File: config.mk
export PLATFORM = sky130hd
export DESIGN_NAME = pin_set_confirm_lock
export DESIGN_NICKNAME = d
export VERILOG_FILES = /design/src/hdl/pscl_pkg.sv /design/src/hdl/pscl_core.sv /design/src/hdl/pin_set_confirm_lock.sv
export SDC_FILE = /design/constraint.sdc
export NUM_CORES = 1
export LEC_CHECK = 0
export ABC_AREA = 1
export BUFFER_PORTS_ARGS = -buffer_cell sky130_fd_sc_hd__clkbuf_2
export CAP_MARGIN = 40
export CORE_ASPECT_RATIO = 1.2
export CORE_MARGIN = 8
export CORE_UTILIZATION = 62
export DETAILED_ROUTE_END_ITERATION = 12
export PLACE_DENSITY = 0.82
export SLEW_MARGIN = 10
export SYNTH_ARGS = -nofsm -noshare
export SYNTH_HDL_FRONTEND = slang
export SYNTH_SLANG_ARGS = --single-unit
File: constraint.sdc
create_clock -name clk_i -period 3.9 [get_ports clk_i]
set_clock_uncertainty 0.15 [all_clocks]
set_input_delay 0.39 -clock clk_i [delete_from_list [all_inputs] [get_ports clk_i]]
set_output_delay 0.39 -clock clk_i [all_outputs]
set_load 0.02 [all_outputs]
File: src/hdl/pscl_pkg.sv
// Shared constants, key codes, result codes and types for the keypad code lock.
`default_nettype none

package pscl_pkg;

  localparam int MAX_DIGITS = 8;
  localparam int CNT_W = $clog2(MAX_DIGITS + 1);
  localparam int IDX_W = (MAX_DIGITS > 1) ? $clog2(MAX_DIGITS) : 1;

  typedef logic [CNT_W-1:0] cnt_t;
  typedef logic [IDX_W-1:0] idx_t;
  typedef logic [3:0]       digit_t;

  localparam cnt_t MAX_CNT = cnt_t'(MAX_DIGITS);

  localparam logic [7:0] KEY_DELETE   = 8'd42;
  localparam logic [7:0] KEY_CONFIRM  = 8'd10;
  localparam logic [7:0] KEY_DIGIT_LO = 8'd48;
  localparam logic [7:0] KEY_DIGIT_HI = 8'd57;

  typedef enum logic [1:0] {
    ECHO_NONE  = 2'd0,
    ECHO_MASK  = 2'd1,
    ECHO_ERASE = 2'd2
  } echo_e;

  typedef enum logic [2:0] {
    OUT_PENDING    = 3'd0,
    OUT_EMPTY      = 3'd1,
    OUT_GO_CONFIRM = 3'd2,
    OUT_GRANTED    = 3'd3,
    OUT_DENIED     = 3'd4
  } outcome_e;

  typedef struct packed {
    echo_e      echo;
    logic [3:0] cursor;
    outcome_e   outcome;
    logic       in_confirm;
  } result_t;

endpackage

`default_nettype wire

File: src/hdl/pscl_core.sv
// Entry state of the code lock: digit stores, counts, phase and per-key decision logic.
`default_nettype none

module pscl_core (
  input  logic             clk_i,
  input  logic             rst_ni,
  input  logic             step_i,
  input  logic [7:0]       key_i,
  output pscl_pkg::result_t result_o
);
  import pscl_pkg::*;

  logic   phase_q, phase_d;
  cnt_t   first_cnt_q, first_cnt_d;
  cnt_t   second_cnt_q, second_cnt_d;
  digit_t first_dig_q  [MAX_DIGITS];
  digit_t second_dig_q [MAX_DIGITS];
  digit_t second_next  [MAX_DIGITS];

  logic       is_confirm, is_backspace, is_digit;
  cnt_t       cnt, new_cnt;
  logic       dig_wr, entry_end, mismatch, entries_match;
  idx_t       wr_idx;
  logic [7:0] key_off;
  digit_t     dig_val;
  echo_e      echo;
  outcome_e   outcome;

  assign is_confirm   = (key_i == KEY_CONFIRM);
  assign is_backspace = (key_i == KEY_DELETE);
  assign is_digit     = (key_i >= KEY_DIGIT_LO) && (key_i <= KEY_DIGIT_HI);
  assign key_off      = key_i - KEY_DIGIT_LO;
  assign dig_val      = key_off[3:0];
  assign cnt          = phase_q ? second_cnt_q : first_cnt_q;
  assign wr_idx       = idx_t'(cnt);

  always_comb begin
    new_cnt   = cnt;
    echo      = ECHO_NONE;
    dig_wr    = 1'b0;
    entry_end = 1'b0;
    if (is_confirm) begin
      entry_end = 1'b1;
    end else if (is_backspace) begin
      if (cnt != '0) begin
        new_cnt = cnt - cnt_t'(1);
        echo    = ECHO_ERASE;
      end
    end else if (is_digit) begin
      if (cnt < MAX_CNT) begin
        dig_wr  = 1'b1;
        new_cnt = cnt + cnt_t'(1);
        echo    = ECHO_MASK;
      end
      if (new_cnt >= MAX_CNT) begin
        entry_end = 1'b1;
      end
    end
  end

  // The confirming entry is compared including a digit written by this key.
  always_comb begin
    mismatch = 1'b0;
    for (int i = 0; i < MAX_DIGITS; i++) begin
      second_next[i] = (dig_wr && phase_q && wr_idx == idx_t'(i)) ? dig_val : second_dig_q[i];
      if (cnt_t'(i) < new_cnt && first_dig_q[i] != second_next[i]) begin
        mismatch = 1'b1;
      end
    end
    entries_match = !mismatch && (first_cnt_q == new_cnt);
  end

  always_comb begin
    phase_d      = phase_q;
    first_cnt_d  = phase_q ? first_cnt_q : new_cnt;
    second_cnt_d = phase_q ? new_cnt : second_cnt_q;
    outcome      = OUT_PENDING;
    if (entry_end) begin
      if (!phase_q) begin
        if (new_cnt == '0) begin
          outcome = OUT_EMPTY;
        end else begin
          outcome      = OUT_GO_CONFIRM;
          phase_d      = 1'b1;
          second_cnt_d = '0;
        end
      end else begin
        outcome      = entries_match ? OUT_GRANTED : OUT_DENIED;
        phase_d      = 1'b0;
        first_cnt_d  = '0;
        second_cnt_d = '0;
      end
    end
  end

  always_ff @(posedge clk_i or negedge rst_ni) begin
    if (!rst_ni) begin
      phase_q      <= 1'b0;
      first_cnt_q  <= '0;
      second_cnt_q <= '0;
    end else if (step_i) begin
      phase_q      <= phase_d;
      first_cnt_q  <= first_cnt_d;
      second_cnt_q <= second_cnt_d;
    end
  end

  always_ff @(posedge clk_i) begin
    if (step_i && dig_wr) begin
      if (phase_q) begin
        second_dig_q[wr_idx] <= dig_val;
      end else begin
        first_dig_q[wr_idx] <= dig_val;
      end
    end
  end

  assign result_o.echo       = echo;
  assign result_o.cursor     = 4'(phase_d ? second_cnt_d : first_cnt_d);
  assign result_o.outcome    = outcome;
  assign result_o.in_confirm = phase_d;

endmodule

`default_nettype wire

File: src/hdl/pin_set_confirm_lock.sv
// Top level of the keypad code lock with request input and result output registers.
`default_nettype none

// Keypad code lock: each request carries one ASCII key and yields exactly one
// result. A code is entered and then entered again to confirm it; the result
// reports the mask echo, the cursor column, the outcome and the phase. The key
// of a request is captured in the input register at the edge that accepts it,
// and its result is written to the result register when it advances out of the
// input register; one request is accepted in every cycle unless the input side
// stalls. The per-key update of the entry counts and the eight-digit compare sit
// in the single stage between those registers. The result register is held
// while out_stall_i is high, and the input side stalls only when both registers
// are full and the output is stalled.
module pin_set_confirm_lock (
  input  logic       clk_i,
  input  logic       rst_ni,
  input  logic       in_valid_i,
  output logic       in_stall_o,
  input  logic [7:0] key_code_i,
  output logic       out_valid_o,
  input  logic       out_stall_i,
  output logic [1:0] echo_action_o,
  output logic [3:0] cursor_pos_o,
  output logic [2:0] outcome_o,
  output logic       in_confirm_o
);
  import pscl_pkg::*;

  logic       in_valid_q;
  logic [7:0] key_q;
  logic       out_valid_q;
  result_t    res_q;
  result_t    res;
  logic       advance;

  assign advance    = in_valid_q && (!out_valid_q || !out_stall_i);
  assign in_stall_o = in_valid_q && !advance;

  always_ff @(posedge clk_i or negedge rst_ni) begin
    if (!rst_ni) begin
      in_valid_q  <= 1'b0;
      out_valid_q <= 1'b0;
    end else begin
      if (!in_stall_o) begin
        in_valid_q <= in_valid_i;
      end
      if (advance) begin
        out_valid_q <= 1'b1;
      end else if (!out_stall_i) begin
        out_valid_q <= 1'b0;
      end
    end
  end

  always_ff @(posedge clk_i) begin
    if (in_valid_i && !in_stall_o) begin
      key_q <= key_code_i;
    end
    if (advance) begin
      res_q <= res;
    end
  end

  pscl_core u_core (
    .clk_i    (clk_i),
    .rst_ni   (rst_ni),
    .step_i   (advance),
    .key_i    (key_q),
    .result_o (res)
  );

  assign out_valid_o   = out_valid_q;
  assign echo_action_o = res_q.echo;
  assign cursor_pos_o  = res_q.cursor;
  assign outcome_o     = res_q.outcome;
  assign in_confirm_o  = res_q.in_confirm;

endmodule

`default_nettype wire

==> results of run 1 <==
==> power by group through the flow <==
stage | combinational [µW] | clock (µW) | sequential (µW)
4_1_cts | 739 | 783 | 1190
3_5_place_dp | 734 | 0 | 1210
2_1_floorplan | 533 | 0 | 1220
6_report | 752 | 775 | 1190
5_1_grt | 830 | 816 | 1190
3_3_place_gp | 730 | 0 | 1210
==> cell usage in the layout (no fill, tap or decap), types with 2 or more instances in the layout <==
cell	count
nand2_1	202
edfxtp_1	82
inv_1	81
nand3_1	75
nor2_1	47
clkbuf_2	23
o21ai_1	12
clkbuf_8	11
dfrtp_1	11
inv_2	9
nand3b_1	8
o22ai_1	8
buf_4	8
o211ai_1	7
o21ai_0	7
ha_1	7
nand2_2	5
o21ai_2	4
nor2_2	4
nand4_1	4
nor2_4	3
a21oi_1	3
bufinv_16	3
inv_4	2
nand2_4	2
nor3_1	2
clkinv_1	2
==> layout make-up <==
class,instances,share of cell area
clock buffer,12,0.0276
clock inverter,4,0.0167
inverter,93,0.0631
multi-input combinational,411,0.351
sequential,93,0.488
tap,95,0.0212
timing repair buffer,32,0.0330
==> state kept, by name (all words and copies together) (netlist names), 2 cells and up <==
| register | flops |
|---|---|
| u_core.first_cnt_q | 4 |
| u_core.second_cnt_q | 4 |
| cursor_pos_o | 4 |
| u_core.first_dig_q | 32 |
| key_q | 8 |
| outcome_o | 3 |
| u_core.second_dig_q | 32 |
| echo_action_o | 2 |
==> layer usage <==
layer / global-route usage / share of wire / vias to the layer above / routed length (µm)
met1: 0.235 / 0.40 / 1904 / 4740
met3: 0.0361 / 0.053 / 33 / 626
met5: 0 / 0 / - / 0
li1: - / - / 2045 / -
met2: 0.395 / 0.51 / 147 / 6020
met4: 0.110 / 0.031 / 0 / 370
==> cells by family (layout without fill, tap and decap cells) <==
group | count (synthesis) | count (layout) | synth area share
adders and majority gates | 7 | 7 | 0.0170
and+or+nand+nor | 357 | 357 | 0.306
xor gates and xnor gates | 2 | 2 | 0.00341
AOI/OAI and AO/OA | 45 | 45 | 0.0559
buffers and inverters | 105 | 141 | 0.0849
DFF | 93 | 93 | 0.532
==> timing repair <==
item                      in CTS  in global routing
hold endpoints to repair      11                  0
hold buffers                   1                  0
buffers inserted               0                  0
==> per-stage QoR <==
stage                     power (µW)  setup WS (ns)  std cells  instance area [µm²]   util
after detailed placement        1940          0.501        723                 5360  0.660
after global routing            2840          0.149        740                 5610  0.692
final                           2710          0.374        740                 5610  0.692
after global placement          1940          0.512        723                 5360  0.660
after floorplan                 1760           1.09        609                 5140      -
after CTS                       2710          0.484        740                 5610  0.692
==> worst paths after layout <==
path | from | end | slack, ns | depth (start not counted)
setup / recovery | u_core.phase_q | cursor_pos_o[2] | 0.37 | 13
hold / removal | key_code_i[4] | key_q[4] | 0.04 | 1
setup reg to reg | u_core.phase_q | cursor_pos_o[2] | 0.37 | 13
hold reg to reg | in_valid_q | out_valid_o | 0.33 | 2
max in group asynchronous | rst_ni | u_core.first_cnt_q[3] | 3.06 | 2
min in group asynchronous | rst_ni | out_valid_o | 0.29 | 2
==> flow_metrics.tcl, run 1 <==
set metrics [dict create \
    finalSetupViolations 0 \
    comb_power_share 0.277 \
    area_growth_syn_to_layout_pct 9.15 \
    cp_top_family "compound AO/OA/AOI/OAI gates" \
    fin_crit_sh 0.904 \
    synth_warnings 0 \
    grt_max_degree 30 \
    htreeDepth 3 \
    fmax_mhz 284 \
    maxSlewHeadroom 0.539 \
    slew_violations 0 \
    yosys-top-cells-count "nand2_1, edfxtp_1, inv_1" \
    synthArstFlopShare 0.118 \
    cts_tree "built" \
    vias 4129 \
    cts_sinks 93 \
    die-height_um 116 \
    synth.top_cell.area_share 0.479 \
    clk_path_buf_depth 2 \
    crit_type "flip-flop to flip-flop" \
    fin_crit_ns 3.53 \
    p_switching_uw 901 \
    die_w_um 99.1 \
    grt-ovfl-total 0 \
    syn_inst 609 \
    row_count 36 \
    power.internal_uw 1810 \
    synth_top_flop_cell "edfxtp_1" \
    cp_max_fo 11 \
    tns_ns 0 \
    grt_pass1_wl_um 19200 \
    crit_top_cell "nand2_1" \
    cp_num_buf_inv 2 \
    yosysTopAreaCell "edfxtp_1" \
    final_nets 659 \
    syn_avg_cell_area_um2 8.45 \
    cts-buffers-inserted 9 \
    rsz0062_at_grt "no" \
    die_area_um2 11500 \
    drtIter0Drc 315 \
    antenna_found_initial 0 \
    powerDensity_nw_per_um2 483 \
    yosys_register_bits 93 \
    max_cap_violations 0 \
    start_util 0.634 \
    ir_drop_mv 0.370 \
    min_path_type "primary input to flip-flop" \
    regArea_um2 2740 \
    clkLatencyLatePin_ns 0.37 \
    leakage_uw 0.00256 \
    root_buffer "clkbuf_8" \
    gp_congestion 0.929 \
    endpoint_kind "flip-flop" \
    hold_viol 0 \
    io-pin-count 24 \
    drt-total-wl_um 11800 \
    drc 0 \
    fin_hold_ws_ns 0.0392 \
    grt_pass1_vias 4051 \
    cts_resized 0 \
    seq_power_share 0.437 \
    clkTransAtPathRegs_ns 0.08 \
    cp.required_ns 3.85 \
    drt_first_pass_iters 5 \
    outcome "finished clean" \
    slowest_delay_ns 0.53 \
    crit_path_start_kind "flip-flop" \
    avgViaCountPerCell 5.58 \
    synth_area_um2 5140 \
    post-dp-hpwl_um 8320 \
    grtUsageTotal 0.215 \
    slowest_stage "dfrtp_1" \
    antenna_left 0 \
    crit_arrival_ns 3.47 \
    syn_nets 628 \
    swShare 0.332 \
    yosys-top-cells-area "edfxtp_1, nand2_1, nand3_1, inv_1, dfrtp_1" \
    synth.most_common_cell "nand2_1" \
    core-area_um2 8110 \
    drive_gt1_frac 0.122 \
    fillCellCount 648 \
    clockPowerShare 0.286 \
    antenna_cells 0 \
    wl_per_cell_um 15.9 \
    port_buffers 23 \
    multi_input_area_um2 1970 \
    cp_cell_sequence "o21ai_2 -> inv_2 -> ha_1 -> inv_1 -> nor2_4 -> nand2_1 -> nor2_1 -> o21ai_1 -> nand2_1 -> nand4_1 -> nand2_1 -> o21ai_2 -> o22ai_1" \
    synth_edf_count 82 \
    yosysSeqAreaShare 0.532 \
    yosysUniqueCellTypes 39 \
    worstMarginPinSlew_ns 0.690 \
]
Power figures use the tool's default switching activity.
==> inputs of run 2 (changes only) <==
ABC_AREA = 0   (was 1)
CORE_UTILIZATION = 61   (was 62)
PLACE_DENSITY = 0.81   (was 0.82)
==> run 2 against run 1 <==
Against the previous run: synthesized cell count down 40%; first-iteration DRC count down 16%; critical endpoint is now outcome_o[0]; largest power group unchanged; sequential share of layout area up 4.6 points; critical path type unchanged.
==> flow_metrics.tcl, run 2 <==
set metrics [dict create \
    outcome "finished clean" \
    crit_arrival_ns 3.36 \
    cp_top_family "compound AO/OA/AOI/OAI gates" \
    dr.max_layer_used "met4" \
    leakage_uw 0.00193 \
    synth_edf_count 82 \
    start_util 0.619 \
    synth_top_family_by_area "simple AND/OR/NAND/NOR gates" \
    post-dp-hpwl_um 6820 \
    synth.top_cell.area_share 0.528 \
    postCtsHoldBufs 1 \
    row_count 35 \
    die_w_um 95.8 \
    synth_mux_area_frac 0.0459 \
    final_nets 423 \
    ff2ff_path_depth 12 \
    vias 3042 \
    die-height_um 112 \
    ir_drop_mv 0.325 \
    clk_path_buf_depth 2 \
    area_growth_syn_to_layout_pct 10.0 \
    cp_num_buf_inv 1 \
    grt-ovfl-total 0 \
    final_cell_mix "edfxtp_1, nor2_1, xnor2_1" \
    syn_inst 368 \
    clkTransAtPathRegs_ns 0.09 \
    clkLatencyLatePin_ns 0.36 \
    core-area_um2 7530 \
    htreeDepth 3 \
    gp_congestion 0.917 \
    syn_nets 387 \
    synth_top_flop_cell "edfxtp_1" \
    drive_gt1_frac 0.169 \
    wl_per_cell_um 18.7 \
    root_buffer "clkbuf_8" \
    grt_pass1_wl_um 15400 \
    reg_top3 "u_core.first_dig_q: 32 flops, u_core.second_dig_q: 32 flops, key_q: 8 flops" \
    maxSlewHeadroom 0.537 \
    cts_tree "built" \
    r2r_end "outcome_o[0]" \
    clockPowerShare 0.243 \
    hold_viol 0 \
    max_cap_violations 0 \
    grt_pass1_vias 3057 \
    drt-total-wl_um 9370 \
    antenna_found_initial 0 \
    fin_crit_sh 0.866 \
    die_area_um2 10700 \
    synth_compound_area_frac 0.111 \
    slowest_stage "dfrtp_1" \
    slew_violations 0 \
    p_switching_uw 847 \
    cp_cell_sequence "mux2_2 -> inv_1 -> ha_1 -> and3b_1 -> nand4_1 -> mux2i_1 -> o21a_1 -> a311o_1 -> a32o_1 -> nand4_1 -> nor2_2 -> o21a_1" \
    worstMarginPinSlew_ns 0.694 \
    final_area_um2 5130 \
    fmax_mhz 296 \
    layout_commonest_cell "edfxtp_1" \
    synth.most_common_cell "edfxtp_1" \
    cts_sinks 93 \
    antenna_cells 0 \
    synthAdderAreaFrac 0.0188 \
    rsz0062_at_grt "no" \
    drt_first_pass_iters 5 \
    min_from "key_code_i[5]" \
    holdPathEnd "key_q[5]" \
    grt_max_degree 31 \
    finalSetupViolations 0 \
    fin_crit_ns 3.38 \
    cts_resized 0 \
    synthSimpleGateAreaFrac 0.135 \
    holdPathStages 1 \
    yosys-top-cells-area "edfxtp_1, dfrtp_1, xnor2_1, mux2i_1, nor2_1" \
    grtUsageTotal 0.190 \
    yosysUniqueCellTypes 64 \
    yosys_register_bits 93 \
    yosys-top-cells-count "edfxtp_1, nor2_1, xnor2_1" \
    io-pin-count 24 \
    comb_power_share 0.291 \
    final_util 0.681 \
    cp_max_fo 8 \
    synth_xor_area_frac 0.0751 \
    post_cts_buffers 0 \
    swShare 0.328 \
    seq_power_share 0.466 \
    yosysTopAreaCell "edfxtp_1" \
    tns_ns 0 \
    drc 0 \
    cts-buffers-inserted 9 \
    slowest_delay_ns 0.46 \
    crit_type "flip-flop to flip-flop" \
    synth_warnings 0 \
    r2r_slack_ns 0.52 \
    fillCellCount 565 \
    met3_length_um 423 \
    crit_path_start_kind "flip-flop" \
    cp.required_ns 3.88 \
    syn_avg_cell_area_um2 12.7 \
    min_path_type "primary input to flip-flop" \
    avgViaCountPerCell 6.07 \
    rr_startpoint "u_core.first_cnt_q[1]" \
    drtIter0Drc 264 \
    endpoint_kind "flip-flop" \
    antenna_left 0 \
    synth_area_um2 4660 \
    synthArstFlopShare 0.118 \
    dpl_cell_area_um2 4920 \
    wl_met1_um 4050 \
    port_buffers 23 \
    power.internal_uw 1730 \
    wl_met2_um 4660 \
    powerDensity_nw_per_um2 502 \
    yosysSeqAreaShare 0.587 \
]
==> run 2: cell count changes in the layout (fill, tap and decap cells not counted), sizes merged, moves of 15 or more <==
cell	delta
inv	-72
xnor2	+28
mux2i	+15
nor2	-24
nand2	-185
nand3	-70
==> run 2: layout make-up <==
class,count,area (µm²),area share
repair buffers,35,208,0.0405
clock inverters,7,75.1,0.0146
well taps,92,115,0.0224
flip-flops and latches,93,2740,0.534
inverters,19,71.3,0.0139
multi-input cells,246,1800,0.351
clock buffers,9,124,0.0241
==> run 2: stage by stage <==
step | total power, µW | worst slack, ns | cells | hold slack [ns]
global route | 2700 | 0.243 | 501 | 0.0353
floorplan | 1760 | 0.449 | 368 | -0.0556
global placement | 1950 | 0.655 | 484 | 0.123
detailed placement | 1950 | 0.584 | 484 | 0.134
finish | 2580 | 0.523 | 501 | 0.0566
CTS | 2580 | 0.555 | 501 | 0.0372
==> run 2: worst max path at each step <==
| stage | startpoint | end | cells past startpoint |
|---|---|---|---|
| after floorplan | u_core.phase_q | outcome_o[2] | 13 |
| after global placement | u_core.first_cnt_q[0] | outcome_o[0] | 12 |
| after detailed placement | u_core.first_cnt_q[1] | outcome_o[0] | 12 |
| after CTS | u_core.first_cnt_q[1] | outcome_o[2] | 11 |
| after global routing | u_core.first_cnt_q[1] | outcome_o[2] | 11 |
| final | u_core.first_cnt_q[1] | outcome_o[0] | 12 |
==> run 2: per-layer routing <==
metal	track usage	up-vias
met4	0.0802	0
li1	-	1458
met1	0.243	1469
met3	0.0363	18
met2	0.302	97
met5	0	-
==> run 2: cells by family after synthesis <==
group	count (synthesis)
and+or+nand+nor	113
DFF	93
AOI/OAI and AO/OA	66
xor gates and xnor gates	40
buffers and inverters	29
muxes	20
adders and majority gates	7
==> run 2: power groups by stage <==
stage | clock (µW) | combinational [µW] | sequential (µW)
after global routing | 670 | 814 | 1210
final | 627 | 749 | 1200
after CTS | 640 | 735 | 1200
after floorplan | 0 | 531 | 1230
after detailed placement | 0 | 728 | 1220
after global placement | 0 | 731 | 1220
==> inputs of run 3 (changes only) <==
BUFFER_PORTS_ARGS = -buffer_cell sky130_fd_sc_hd__buf_2   (was -buffer_cell sky130_fd_sc_hd__clkbuf_2)
==> run 3 against run 2 <==
Against the previous run: critical endpoint is now outcome_o[2]; die area is the same; sequential power is essentially flat; count of clock-buffer cells in the layout grew 2; fmax shrank 5.6%; global-route usage grew 0.39 points; flip-flop and latch count is the same; setup slack lost 0.20 ns; via count grew 2.3%.
==> flow_metrics.tcl, run 3 (synthesized netlist as in run 2, its figures left out) <==
set metrics [dict create \
    io-pin-count 24 \
    die_w_um 95.8 \
    endpoint_kind "flip-flop" \
    slowest_delay_ns 0.48 \
    grt_pass1_vias 3059 \
    cp_cell_sequence "mux2_2 -> inv_1 -> ha_1 -> nor4b_2 -> a31o_2 -> o21ai_1 -> xnor2_1 -> o21ai_0 -> o31ai_1 -> nand4_1 -> and3_1" \
    gp_congestion 0.957 \
    fin_crit_sh 0.917 \
    row_count 35 \
    antenna_found_initial 0 \
    avgViaCountPerCell 6.18 \
    cts_sinks 93 \
    cts_resized 0 \
    final_nets 425 \
    die_area_um2 10700 \
    powerDensity_nw_per_um2 514 \
    final_cell_mix "edfxtp_1, nor2_1, xnor2_1" \
    clk_path_buf_depth 2 \
    leakage_uw 0.00194 \
    worstMarginPinSlew_ns 0.648 \
    drive_gt1_frac 0.173 \
    drt_first_pass_iters 5 \
    post_cts_buffers 0 \
    htreeDepth 3 \
    layout_commonest_cell "edfxtp_1" \
    cts-buffers-inserted 9 \
    die-height_um 112 \
    min_path_type "primary input to flip-flop" \
    postCtsHoldBufs 1 \
    start_util 0.619 \
    port_buffers 23 \
    slowest_stage "dfrtp_1" \
    root_buffer "clkbuf_8" \
    fin_crit_ns 3.58 \
    drt-total-wl_um 9840 \
    crit_path_start_kind "flip-flop" \
    rsz0062_at_grt "no" \
    grt_pass1_wl_um 15700 \
    grt-ovfl-total 0 \
    fin_hold_ws_ns 0.0483 \
    reg_top3 "u_core.first_dig_q: 32 flops, u_core.second_dig_q: 32 flops, key_q: 8 flops" \
    clkLatencyLatePin_ns 0.37 \
    crit_type "flip-flop to flip-flop" \
    fmax_mhz 280 \
    finalSetupViolations 0 \
    hold_viol 0 \
    tns_ns 0 \
    grt_max_degree 31 \
    max_cap_violations 0 \
    cp.required_ns 3.87 \
    drc 0 \
    ff2ff_path_depth 11 \
    holdPathStages 1 \
    outcome "finished clean" \
    grtUsageTotal 0.194 \
    post-dp-hpwl_um 7180 \
    fillCellCount 546 \
    final_area_um2 5170 \
    core-area_um2 7530 \
    wl_per_cell_um 19.6 \
    vias 3111 \
    slew_violations 0 \
    drtIter0Drc 276 \
    cts_tree "built" \
    dpl_cell_area_um2 4940 \
    antenna_left 0 \
    crit_arrival_ns 3.55 \
    clkTransAtPathRegs_ns 0.08 \
    ir_drop_mv 0.390 \
    cp_max_fo 7 \
    maxSlewHeadroom 0.568 \
    antenna_cells 0 \
    area_growth_syn_to_layout_pct 10.9 \
]
-- run 3: cell count changes in the layout (fill, tap and decap cells not counted) --
cell	delta
buf_4	+2
clkinv_1	-1
inv_8	-1
clkbuf_2	-23
bufinv_16	+1
clkinv_2	-1
clkbuf_8	+1
clkbuf_1	+1
buf_2	+23
-- run 3: path summary, 6_finish.rpt --
path | start | endpoint | slack, ns
min | key_code_i[4] | key_q[4] | 0.05
max | u_core.phase_q | outcome_o[2] | 0.32
min in group asynchronous | rst_ni | u_core.second_cnt_q[3] | 0.28
min reg2reg | in_valid_q | out_valid_o | 0.35
max reg2reg | u_core.phase_q | outcome_o[2] | 0.32
max in group asynchronous | rst_ni | u_core.phase_q | 3.09
-- run 3: report_power, final --
part,total (µW),leakage [µW],internal [µW],switching (µW)
Clock,709,0.000110,381,328
Combinational,732,0.000946,287,445
Sequential,1220,0.000889,1150,69.0
Total,2660,0.00194,1820,842
-- run 3: metrics by stage --
step	utilization	instances	total power, µW	setup slack [ns]
finish	0.687	503	2660	0.323
global route	0.687	503	2760	0.0743
CTS	0.687	503	2650	0.431
detailed placement	0.655	486	1950	0.449
global placement	0.655	486	1940	0.497
floorplan	-	368	1760	0.449
-- run 3: routing by layer --
layer	global-route usage	vias up	wire length, µm	share of wire
met2	0.320	104	5020	0.51
met4	0.0761	0	223	0.023
met3	0.0390	19	400	0.041
met5	0	-	0	0
met1	0.239	1527	4190	0.43
li1	-	1461	-	-
-- run 3: cell type report --
cell class	instances	area, µm²	share of cell area
Multi-Input combinational cell	246	1800	0.348
Inverter	19	71.3	0.0138
Clock inverter	5	85.1	0.0164
Timing Repair Buffer	37	223	0.0430
Sequential cell	93	2740	0.529
Tap cell	92	115	0.0222
Clock buffer	11	141	0.0273
-- run 3: critical path, delay by kind of cell (launching register included) --
family,cells,cell delay (ns)
buffers and inverters,1,0.15
AOI/OAI and AO/OA,4,0.78
muxes,1,0.42
xor gates and xnor gates,1,0.48
adders and majority gates,1,0.22
and+or+nand+nor,3,0.66
DFF,1,0.48
